==> config.mk <==
export PLATFORM = sky130hd
export DESIGN_NAME = slm_volt
export DESIGN_NICKNAME = d
export VERILOG_FILES = /design/src/rtl/core/slm_pkg.sv /design/src/rtl/core/slm_volt.sv
export SDC_FILE = /design/constraint.sdc
export NUM_CORES = 1
export LEC_CHECK = 0
export ABC_CLOCK_PERIOD_IN_PS = 4150
export BUFFER_PORTS_ARGS = -buffer_cell sky130_fd_sc_hd__buf_2
export CORE_MARGIN = 3
export CORE_UTILIZATION = 50
export CTS_CLUSTER_SIZE = 12
export DETAILED_ROUTE_END_ITERATION = 8
export PLACE_DENSITY_LB_ADDON = 0.25
export SETUP_SLACK_MARGIN = 0.02
export SYNTH_ARGS = -nofsm -noshare
export SYNTH_HDL_FRONTEND = slang
export SYNTH_SLANG_ARGS = --single-unit
==> constraint.sdc <==
create_clock -name clk -period 4.15 [get_ports clk]
set_input_delay 0.2075 -clock clk [delete_from_list [all_inputs] [get_ports clk]]
set_output_delay 0.2075 -clock clk [all_outputs]
set_load 0.05 [all_outputs]
==> src/rtl/core/slm_pkg.sv <==
package slm_pkg;

    localparam int BLOCK_SAMPLES = 9;
    localparam int ADC_BITS      = 12;
    localparam int ADC_W         = 12;
    localparam int TICK_W        = 16;
    localparam int ELAPSED_W     = 20;
    localparam int UV_W          = 18;
    localparam int LEVEL_W       = 19;

    localparam longint unsigned ADC_MAX = (64'd1 << ADC_BITS) - 64'd1;
    localparam int COUNT_W = $clog2(BLOCK_SAMPLES);
    localparam int SUM_W   = $clog2(BLOCK_SAMPLES * ADC_MAX + 1);

    // floor(sum * 50 / BLOCK_SAMPLES) as one multiply by a rounded-up reciprocal
    localparam int UV_K = SUM_W + 4;
    localparam longint unsigned UV_MULT =
        ((64'd50 << UV_K) + BLOCK_SAMPLES - 1) / BLOCK_SAMPLES;
    localparam int MULT_W = $clog2(UV_MULT + 1);
    localparam int PROD_W = SUM_W + MULT_W;

    localparam longint unsigned FLOOR_UV = 64'd2512;
    localparam longint unsigned UV_MAX   = (64'd1 << UV_W) - 64'd1;

    localparam int Q_BITS    = 30;
    localparam int M_W       = Q_BITS + 1;
    localparam int FRAC_BITS = 16;
    localparam int E_W       = $clog2(UV_W);
    localparam int L_W       = E_W + FRAC_BITS;

    localparam longint unsigned DB_SCALE = 64'd394566;
    localparam int DB_SCALE_W = 19;
    localparam int LVL_SHIFT  = 24;
    localparam int LVL_PROD_W = L_W + DB_SCALE_W + 1;
    localparam longint unsigned REL_OFFSET = 64'd42 * 64'd256;

    localparam int FIFO_DEPTH = 4;
    localparam int PTR_W      = $clog2(FIFO_DEPTH);
    localparam int CNT_W      = $clog2(FIFO_DEPTH + 1);

    typedef enum logic [1:0] {
        MODE_SPL_DEFAULT = 2'd0,
        MODE_SPL         = 2'd1,
        MODE_REL         = 2'd2,
        MODE_VOLT        = 2'd3
    } unit_mode_t;

    typedef struct packed {
        logic                 valid;
        logic [SUM_W-1:0]     sum;
        logic [ELAPSED_W-1:0] ticks;
    } blk_t;

    typedef struct packed {
        logic                 valid;
        logic [UV_W-1:0]      uv;
        logic                 at_floor;
        logic [ELAPSED_W-1:0] ticks;
        logic [E_W-1:0]       e;
        logic [FRAC_BITS-1:0] frac;
        logic [M_W-1:0]       m;
    } log_t;

    typedef struct packed {
        logic signed [LEVEL_W-1:0] level;
        logic [UV_W-1:0]           uv;
        logic                      at_floor;
        logic [ELAPSED_W-1:0]      ticks;
    } result_t;

    function automatic longint unsigned log2_q16(input longint unsigned x);
        longint unsigned xv;
        longint unsigned e;
        longint unsigned frac;
        longint unsigned m;
        xv = (x == 64'd0) ? 64'd1 : x;
        e = 64'd0;
        frac = 64'd0;
        for (int i = 0; i < 31; i++)
        begin
            if ((xv >> (i + 1)) != 64'd0)
            begin
                e = 64'(i + 1);
            end
        end
        m = xv << (64'd30 - e);
        for (int i = 1; i <= 16; i++)
        begin
            m = (m * m) >> 30;
            if (m >= (64'd2 << 30))
            begin
                m = m >> 1;
                frac = frac | (64'd1 << (16 - i));
            end
        end
        return (e << 16) | frac;
    endfunction

    localparam longint unsigned L_FLOOR = log2_q16(FLOOR_UV);

endpackage

==> src/rtl/core/slm_volt.sv <==
module slm_volt (
    input  logic          clk,
    input  logic          rst_n,
    input  slm_pkg::blk_t blk,
    output slm_pkg::log_t norm
);

    typedef struct packed {
        logic                          valid;
        logic [slm_pkg::UV_W-1:0]      uv;
        logic                          at_floor;
        logic [slm_pkg::ELAPSED_W-1:0] ticks;
    } volt_t;

    volt_t                       volt_reg, volt_next;
    slm_pkg::log_t               norm_reg, norm_next;
    logic [slm_pkg::PROD_W-1:0]  prod;
    logic [slm_pkg::PROD_W-1:0]  uv_raw;
    logic [slm_pkg::E_W-1:0]     e;

    always_comb
    begin
        prod   = slm_pkg::PROD_W'(blk.sum) * slm_pkg::PROD_W'(slm_pkg::UV_MULT);
        uv_raw = prod >> slm_pkg::UV_K;

        volt_next.valid    = blk.valid;
        volt_next.ticks    = blk.ticks;
        volt_next.at_floor = 1'b0;
        if (64'(uv_raw) > slm_pkg::UV_MAX)
        begin
            volt_next.uv = slm_pkg::UV_W'(slm_pkg::UV_MAX);
        end
        else if (64'(uv_raw) < slm_pkg::FLOOR_UV)
        begin
            volt_next.uv       = slm_pkg::UV_W'(slm_pkg::FLOOR_UV);
            volt_next.at_floor = 1'b1;
        end
        else
        begin
            volt_next.uv = slm_pkg::UV_W'(uv_raw);
        end
    end

    always_comb
    begin
        e = '0;
        for (int i = 0; i < slm_pkg::UV_W; i++)
        begin
            if (volt_reg.uv[i])
            begin
                e = slm_pkg::E_W'(i);
            end
        end
        norm_next.valid    = volt_reg.valid;
        norm_next.uv       = volt_reg.uv;
        norm_next.at_floor = volt_reg.at_floor;
        norm_next.ticks    = volt_reg.ticks;
        norm_next.e        = e;
        norm_next.frac     = '0;
        // align the top set bit to the Q30 integer position
        norm_next.m        = slm_pkg::M_W'(volt_reg.uv) << (slm_pkg::Q_BITS - int'(e));
    end

    always_ff @(posedge clk or negedge rst_n)
    begin
        if (!rst_n)
        begin
            volt_reg.valid <= 1'b0;
            norm_reg.valid <= 1'b0;
        end
        else
        begin
            volt_reg <= volt_next;
            norm_reg <= norm_next;
        end
    end

    assign norm = norm_reg;

endmodule

-- After elaboration in Yosys (flattened, before gate mapping)
Index checks and enable logic that the tools add are counted.
- input port bits: 39
- output and inout bits: 92
- logic and storage cells: 36
- register bits after elaboration: 116
- reductions and logical operators: 1
- add/sub/neg operators: 1
- magnitude comparators: 2
- $mul: 1
- shift-type cells: 1
- multiplexer cells: 19
- operators with widths (kind ; number):
    2-to-1 mux 5 bit ; 16
    multiplier 16 x 23 -> 39 bit, second input constant ; 1
    << shifter 18 x 32 -> 31 bit ; 1
    greater-than comparator 19 x 18 -> 1 bit, second input constant ; 1
    < comparator 19 x 12 -> 1 bit, second input constant ; 1
    2-to-1 mux 18 bit ; 1
    subtractor 5 x 5 -> 6 bit, first input constant ; 1
    2-to-1 mux 1 bit ; 2
    OR reduction 2 bit ; 1

-- Depth between registers and ports, before layout
Gate-level depths: netlist of the first run.
- depth after elaboration: 19
- gate-level depth with buffers: 25
- depth with buffers taken out: 22

-- Worst setup path after synthesis of the first run
Ideal clock, no wire load.
- path type: input -> register
- start point: input blk[33] in the netlist's numbering
- end point: register volt_reg (netlist bit norm_next[76]), data pin
- data required time: 3896 ps
- data arrival time: 5556 ps
- cell stages on the path: 20
- library setup time: 254 ps
- path slack: -1661 ps
- path buffers: 3
- path through: fa_1 fa_1 fa_1 inv_1 fa_1 fa_1 fa_1 inv_1 ha_1 buf_2 and2_1 a41oi_2 o221ai_2 nor4_1 and4b_1 buf_6 and4bb_1 o211ai_2 buf_6 o21a_1
- longest elaborated chain between the ends: 3
- elaborated cells on any way between the ends: 4
- those cells by class: mul: 1; order compare: 2; mux: 1
- ends and longest elaborated chain (what ; RTL line ; source):
    start, declared ; slm_volt.sv:4 ; input slm_pkg::blk_t blk,
    multiplier 16 x 23 -> 39 bit * ; slm_volt.sv:23 ; prod = slm_pkg::PROD_W'(blk.sum) * slm_pkg::PROD_W'(slm_pkg::UV_MULT);
    < comparator 19 x 12 -> 1 bit ; slm_volt.sv:33 ; else if (64'(uv_raw) < slm_pkg::FLOOR_UV)
    2-to-1 mux 18 bit ; slm_volt.sv:33 ;
    end signal, assigned ; slm_volt.sv:73 ; volt_reg <= volt_next;
    end, declared ; slm_volt.sv:15 ; volt_t volt_reg, volt_next;
Every way passes the cells marked *; elsewhere a longest branch is shown, timed or not.
A chain may end at the register's enable or synchronous reset.

-- Worst setup path in the final report of the first run
- start point: input blk[35] in the netlist's numbering
- end point: register volt_reg (netlist bit norm_next[74]), data pin
The elaborated chain is that of the path after synthesis.

==> results of run 1 <==
[cells in the final DEF (no fill, tap or decap), types with 15 or more instances in the layout]
master / count
conb_1: 20
clkbuf_16: 17
inv_1: 198
nor2_1: 37
buf_2: 109
ha_1: 138
a21o_1: 17
o21ai_0: 34
a21oi_1: 38
buf_4: 197
dlygate4sd3_1: 21
nand2_1: 50
edfxtp_1: 114
ha_4: 15
nand2b_1: 16
fa_1: 94
[stage by stage]
| stage | area (µm²) | setup WS [ps] | TNS, ps | std cells |
|---|---|---|---|---|
| after detailed placement | 13800 | -2090 | -35470 | 1621 |
| after global routing | 15000 | -1610 | -27970 | 1689 |
| after global placement | 13800 | -1950 | -33820 | 1621 |
| after CTS | 14900 | -1340 | -22900 | 1682 |
| after floorplan | 11700 | -1400 | -23290 | 1085 |
| final | 15000 | -1440 | -24920 | 1689 |
[cells in the mapped netlist, types with 11 or more instances]
master,n,area share
nor2_1,41,0.013
buf_4,18,0.012
edfxtp_1,114,0.30
inv_1,209,0.068
nand3_1,11,0.0048
nor3_1,13,0.0057
ha_1,156,0.17
a21oi_1,50,0.022
fa_1,102,0.18
o21ai_0,39,0.017
mux2i_1,11,0.0096
nand2b_1,17,0.0093
a21o_1,17,0.011
clkbuf_1,13,0.0043
nand2_1,52,0.017
[timing repair]
action                                  4_1_cts  5_1_grt
pin swaps                                    32       24
endpoints found under the setup margin       19       19
gates cloned                                  1        0
setup buffers                                 7        7
resized for setup                            43       31
hold buffers                                 21        0
hold endpoints to repair                     21        0
[how the worst max path moves through the flow]
stage,to,slack [ps],cells after the start
3_3_place_gp,norm_next[81],-1950,19
3_5_place_dp,norm_next[81],-2090,20
6_report,norm_next[74],-1440,20
4_1_cts,norm_next[74],-1340,24
5_1_grt,norm_next[81],-1610,21
2_1_floorplan,norm_next[78],-1400,20
[worst register-to-register path, delay by kind of cell (launching register included)]
kind / cells / cell delay (ps)
buf+inv: 2 / 280
flops: 1 / 520
fa+ha+maj: 1 / 400
mux: 3 / 830
xor+xnor: 1 / 330
compound gates: 2 / 420
simple gates: 3 / 600
[layer usage]
layer	up-vias	share of wire	track usage
met4	0	0.033	0.0864
met3	51	0.040	0.0302
met2	247	0.51	0.411
met1	4250	0.42	0.287
met5	-	0	0
li1	4308	-	-
[cell families (layout without fill, tap and decap cells)]
group,after synthesis,after routing
AO/OA/AOI/OAI,200,201
other,1,20
flip-flops,116,116
buffers and inverters,254,577
multiplexers,22,22
adder cells (fa/ha/maj),258,258
XOR/XNOR,20,20
AND/OR/NAND/NOR,195,195
[cell type report]
| type | instances | area, µm² | area share |
|---|---|---|---|
| timing repair buffer | 336 | 2370 | 0.158 |
| clock buffer | 17 | 425 | 0.0283 |
| tap | 280 | 350 | 0.0233 |
| multi-input combinational | 716 | 7430 | 0.494 |
| inverter | 209 | 785 | 0.0522 |
| clock inverter | 15 | 196 | 0.0131 |
| sequential | 116 | 3470 | 0.231 |
==> results.yml, run 1 <==
grt:
  grt_pass1_wl_um: 45200
  grt_max_degree: 59
  grt_pass1_vias: 9027
  grt_antenna_before_repair: 0
  grtUsageTotal: 0.231
  grt.overflow.total: 0
cells_and_area:
  syn_to_final_growth_pct: 31.1
  drive_above_1_share: 0.324
  post-route-util: 0.679
  finalNetCount: 1693
  nFillCells: 1688
  diodes: 0
  largest_register_ffs: 76
clock_tree:
  insertion_delay_ps: 410
  htree_levels: 4
  cts_tree: "yes"
  cts_sinks: 116
  cts_root_buffer: "clkbuf_16"
  clk_pin_slew_ps: 60
  clockBufferDepth: 2
  cts_buffers: 17
worst_setup_path:
  worstSetupEndpointType: "flop"
  start_kind: "primary input"
  rr_startpoint: "norm_next[89]"
  reg2regPathDepth: 12
  cp_data_arrival_time_ps: 5750
  reg2reg_to: "norm[24]"
  worstSetupPathType: "primary input to flop"
  max_stage_delay_ps: 600
  worstPathRequired_ps: 4310
  r2r_slack_ps: 530
  critPathTopFamily: "adder cells"
  worst-path-max-fanout: 6
  crit_buf_inv: 4
  worst_path_max_delay_cell: "fa_2"
  cp-startpoint: "blk[35]"
  cp_cell_sequence: "buf_8, fa_2, inv_2, fa_2, fa_2, inv_2, fa_1, fa_1, fa_1, ha_4, nand4_1, nor4_2, a32oi_4, a211oi_4, o21ai_1, and4b_1, and4bb_2, o211ai_1, buf_4, o21a_1"
sta:
  period_minus_slack_ps: 5590
  max_freq_mhz: 179
  finalCritPeriodShare: 1.35
  setup_ws_ps: -1440
  fin_skew_ps: 10.6
  rsz0062_at_grt: "yes"
  tightest_slew_ps: 739
  hold_ws_ps: 356
  hold_violations: 0
  drv_slew: 0
  setup_viol: 19
  slew_headroom: 0.507
status:
  status: "finished with violations"
  violations: "setup timing"
place:
  gp_congestion: 0.944
  hpwl_um: 22600
  port_buffers: 114
drt:
  drtPass1Iterations: 5
  via_per_inst: 5.24
  drt_first_iter_violations: 443
  dr_total_vias: 8856
  drc: 0
  antenna_left: 0
  routedWlPerCell_um: 16.9
  routed_wl_um: 28500
synthesis:
  synth_warnings: 0
  yosysSeqAreaShare: 0.303
  synth-xor-area-share: 0.0176
  synth_cell_types: 82
  synth_top_flop_cell: "edfxtp_1"
  synth_edf_count: 114
  synth_adder_area_share: 0.348
  syn_inst: 1066
  synthMuxAreaShare: 0.0279
  synth_compound_area_frac: 0.119
  synth-seq-cells: 116
  netlist_area_mm2: 0.0115
  synth-simple-area-share: 0.0898
  synth-async-reset-ratio: 0.0172
  synth.avg_cell_area_um2: 10.8
  synth_top_family_by_area: "adder cells"
floorplanning:
  die_x_um: 157
  core.rowCount: 54
  io_pins: 131
  die_h_um: 157
  dieArea_mm2: 0.0248
  core_region_area_mm2: 0.0222
  floorplan.initialDensity: 0.517
worst_hold_path:
  hold_depth: 0
  min_to: "norm[91]"
  hold_start: "norm_next[91]"
  min_path_type: "flop to flop"
run:
  cap_violations: 0
Power of run 1 is left out: the tool's default activity adds up to more than one toggle a clock period on the data nets, which glitch-free logic cannot reach.
==> run 2: changes to the inputs <==
- CTS_BUF_LIST: unset -> sky130_fd_sc_hd__clkbuf_8
==> run 2 against run 1 <==
  * The run still ends with setup timing left
  * Routed wire length down 1.0%
  * First-iteration DRC count increased by 8.6%
  * Clock skew increased by 2.9 ps
  * Die area did not move
  * Register-to-register slack about the same
  * Via count about the same
  * Worst hold slack improved by 3.5 ps
  * Critical path type unchanged
==> results.yml, run 2 (synthesis gave the netlist of run 1 again) <==
clock_tree:
  cts_root_buffer: "clkbuf_8"
  cts_sinks: 116
  clk_pin_slew_ps: 80
  clockBufferDepth: 2
  htree_levels: 4
  cts_tree: "yes"
  cts_buffers: 17
  insertion_delay_ps: 430
worst_setup_path:
  rr_startpoint: "norm_next[89]"
  reg2reg_to: "norm[24]"
  cp_data_arrival_time_ps: 5710
  worst_path_max_delay_cell: "fa_2"
  cpMostUsedCell: "fa_2"
  worst-path-max-fanout: 7
  crit_buf_inv: 6
  worstSetupEndpointType: "flop"
  critPathTopFamily: "adder cells"
  max_stage_delay_ps: 640
  r2r_slack_ps: 520
  worstSetupPathType: "primary input to flop"
  reg2regPathDepth: 12
  cp_cell_sequence: "buf_8, fa_2, fa_2, inv_2, fa_2, fa_1, fa_2, fa_1, inv_2, ha_4, nand4_1, nor4_2, a32oi_4, and3_4, or3_4, a21oi_2, a311oi_2, buf_4, o211ai_4, buf_6, inv_2"
  worstPathRequired_ps: 4340
  start_kind: "primary input"
status:
  violations: "setup timing"
  status: "finished with violations"
grt:
  grt_max_degree: 59
  grt.overflow.total: 0
  grt_pass1_wl_um: 45000
  grt_antenna_before_repair: 0
  grtUsageTotal: 0.229
  grt_pass1_vias: 8928
place:
  dp_cells: 1621
  port_buffers: 114
  hpwl_um: 22600
  gp_congestion: 0.944
sta:
  max_freq_mhz: 181
  finalCritPeriodShare: 1.33
  drv_slew: 0
  period_minus_slack_ps: 5520
  slew_headroom: 0.528
  setup_viol: 19
  setup_ws_ps: -1370
  fin_skew_ps: 13.5
  tightest_slew_ps: 708
  totalNegativeSetupSlack_ps: -23370
  hold_violations: 0
  rsz0062_at_grt: "yes"
worst_hold_path:
  hold_depth: 0
  min_to: "norm[91]"
  hold_start: "norm_next[91]"
  min_path_type: "flop to flop"
floorplanning:
  core_region_area_mm2: 0.0222
  core.rowCount: 54
  floorplan.initialDensity: 0.517
  dieArea_mm2: 0.0248
  die_x_um: 157
  die_h_um: 157
  io_pins: 131
cells_and_area:
  nFillCells: 1714
  syn_to_final_growth_pct: 29.7
  diodes: 0
  largest_register_ffs: 76
  finalNetCount: 1697
  layout_common_cells: "buf_4, inv_1, ha_1, edfxtp_1, buf_2"
  layout_commonest_cell: "buf_4"
  fin_cells: 1693
  post-route-util: 0.671
  drive_above_1_share: 0.330
drt:
  drc: 0
  routed_wl_um: 28200
  routedWlPerCell_um: 16.7
  drtPass1Iterations: 5
  dr_total_vias: 8849
  via_per_inst: 5.23
  antenna_left: 0
  drt_first_iter_violations: 481
run:
  cap_violations: 0
[run 2: routing by layer]
layer  global-route usage  wire length [µm]  vias up
met3               0.0220              1020       38
li1                     -                 -     4318
met1                0.291             12000     4269
met2                0.418             14600      224
met4               0.0640               562        0
met5                    0                 0        -
[run 2: repair_timing]
action / in CTS / in global routing
resized for setup: 52 / 33
setup endpoints to repair: 19 / 19
setup buffers: 8 / 11
endpoints found under the hold margin: 21 / 0
gates cloned: 1 / 0
hold buffers: 21 / 0
pin swaps: 28 / 18
[run 2: worst max-delay path by stage]
stage                    endpoint     from  depth (start not counted)
finish              norm_next[72]  blk[35]                         21
CTS                 norm_next[72]  blk[35]                         23
global placement    norm_next[81]  blk[35]                         19
global route        norm_next[81]  blk[35]                         20
detailed placement  norm_next[81]  blk[30]                         20
floorplan           norm_next[78]  blk[35]                         20
[run 2: final cells by class]
type | count | area, µm² | share of cell area
Clock buffer | 17 | 234 | 0.0157
Clock inverter | 15 | 196 | 0.0132
Inverter | 209 | 785 | 0.0528
Multi-Input combinational cell | 716 | 7450 | 0.501
Sequential cell | 116 | 3470 | 0.234
Tap cell | 280 | 350 | 0.0236
Timing Repair Buffer | 340 | 2390 | 0.160
[run 2: worst reg2reg max path, delay by kind of cell (launching register included)]
family                     cells  cell delay, ps
buffers and inverters          2             280
AOI/OAI and AO/OA              2             420
adders and majority gates      1             400
xor gates and xnor gates       1             340
DFF                            1             530
muxes                          3             830
and+or+nand+nor                3             600
[run 2: stage by stage]
step / instance area [µm²] / hold WS [ps] / setup WS (ps)
3_3_place_gp: 13800 / 334 / -1950
2_1_floorplan: 11700 / -88.1 / -1400
5_1_grt: 14900 / 373 / -1510
6_report: 14900 / 360 / -1370
3_5_place_dp: 13800 / 335 / -2090
4_1_cts: 14700 / 355 / -1340
Power of run 2 is left out for the same reason.
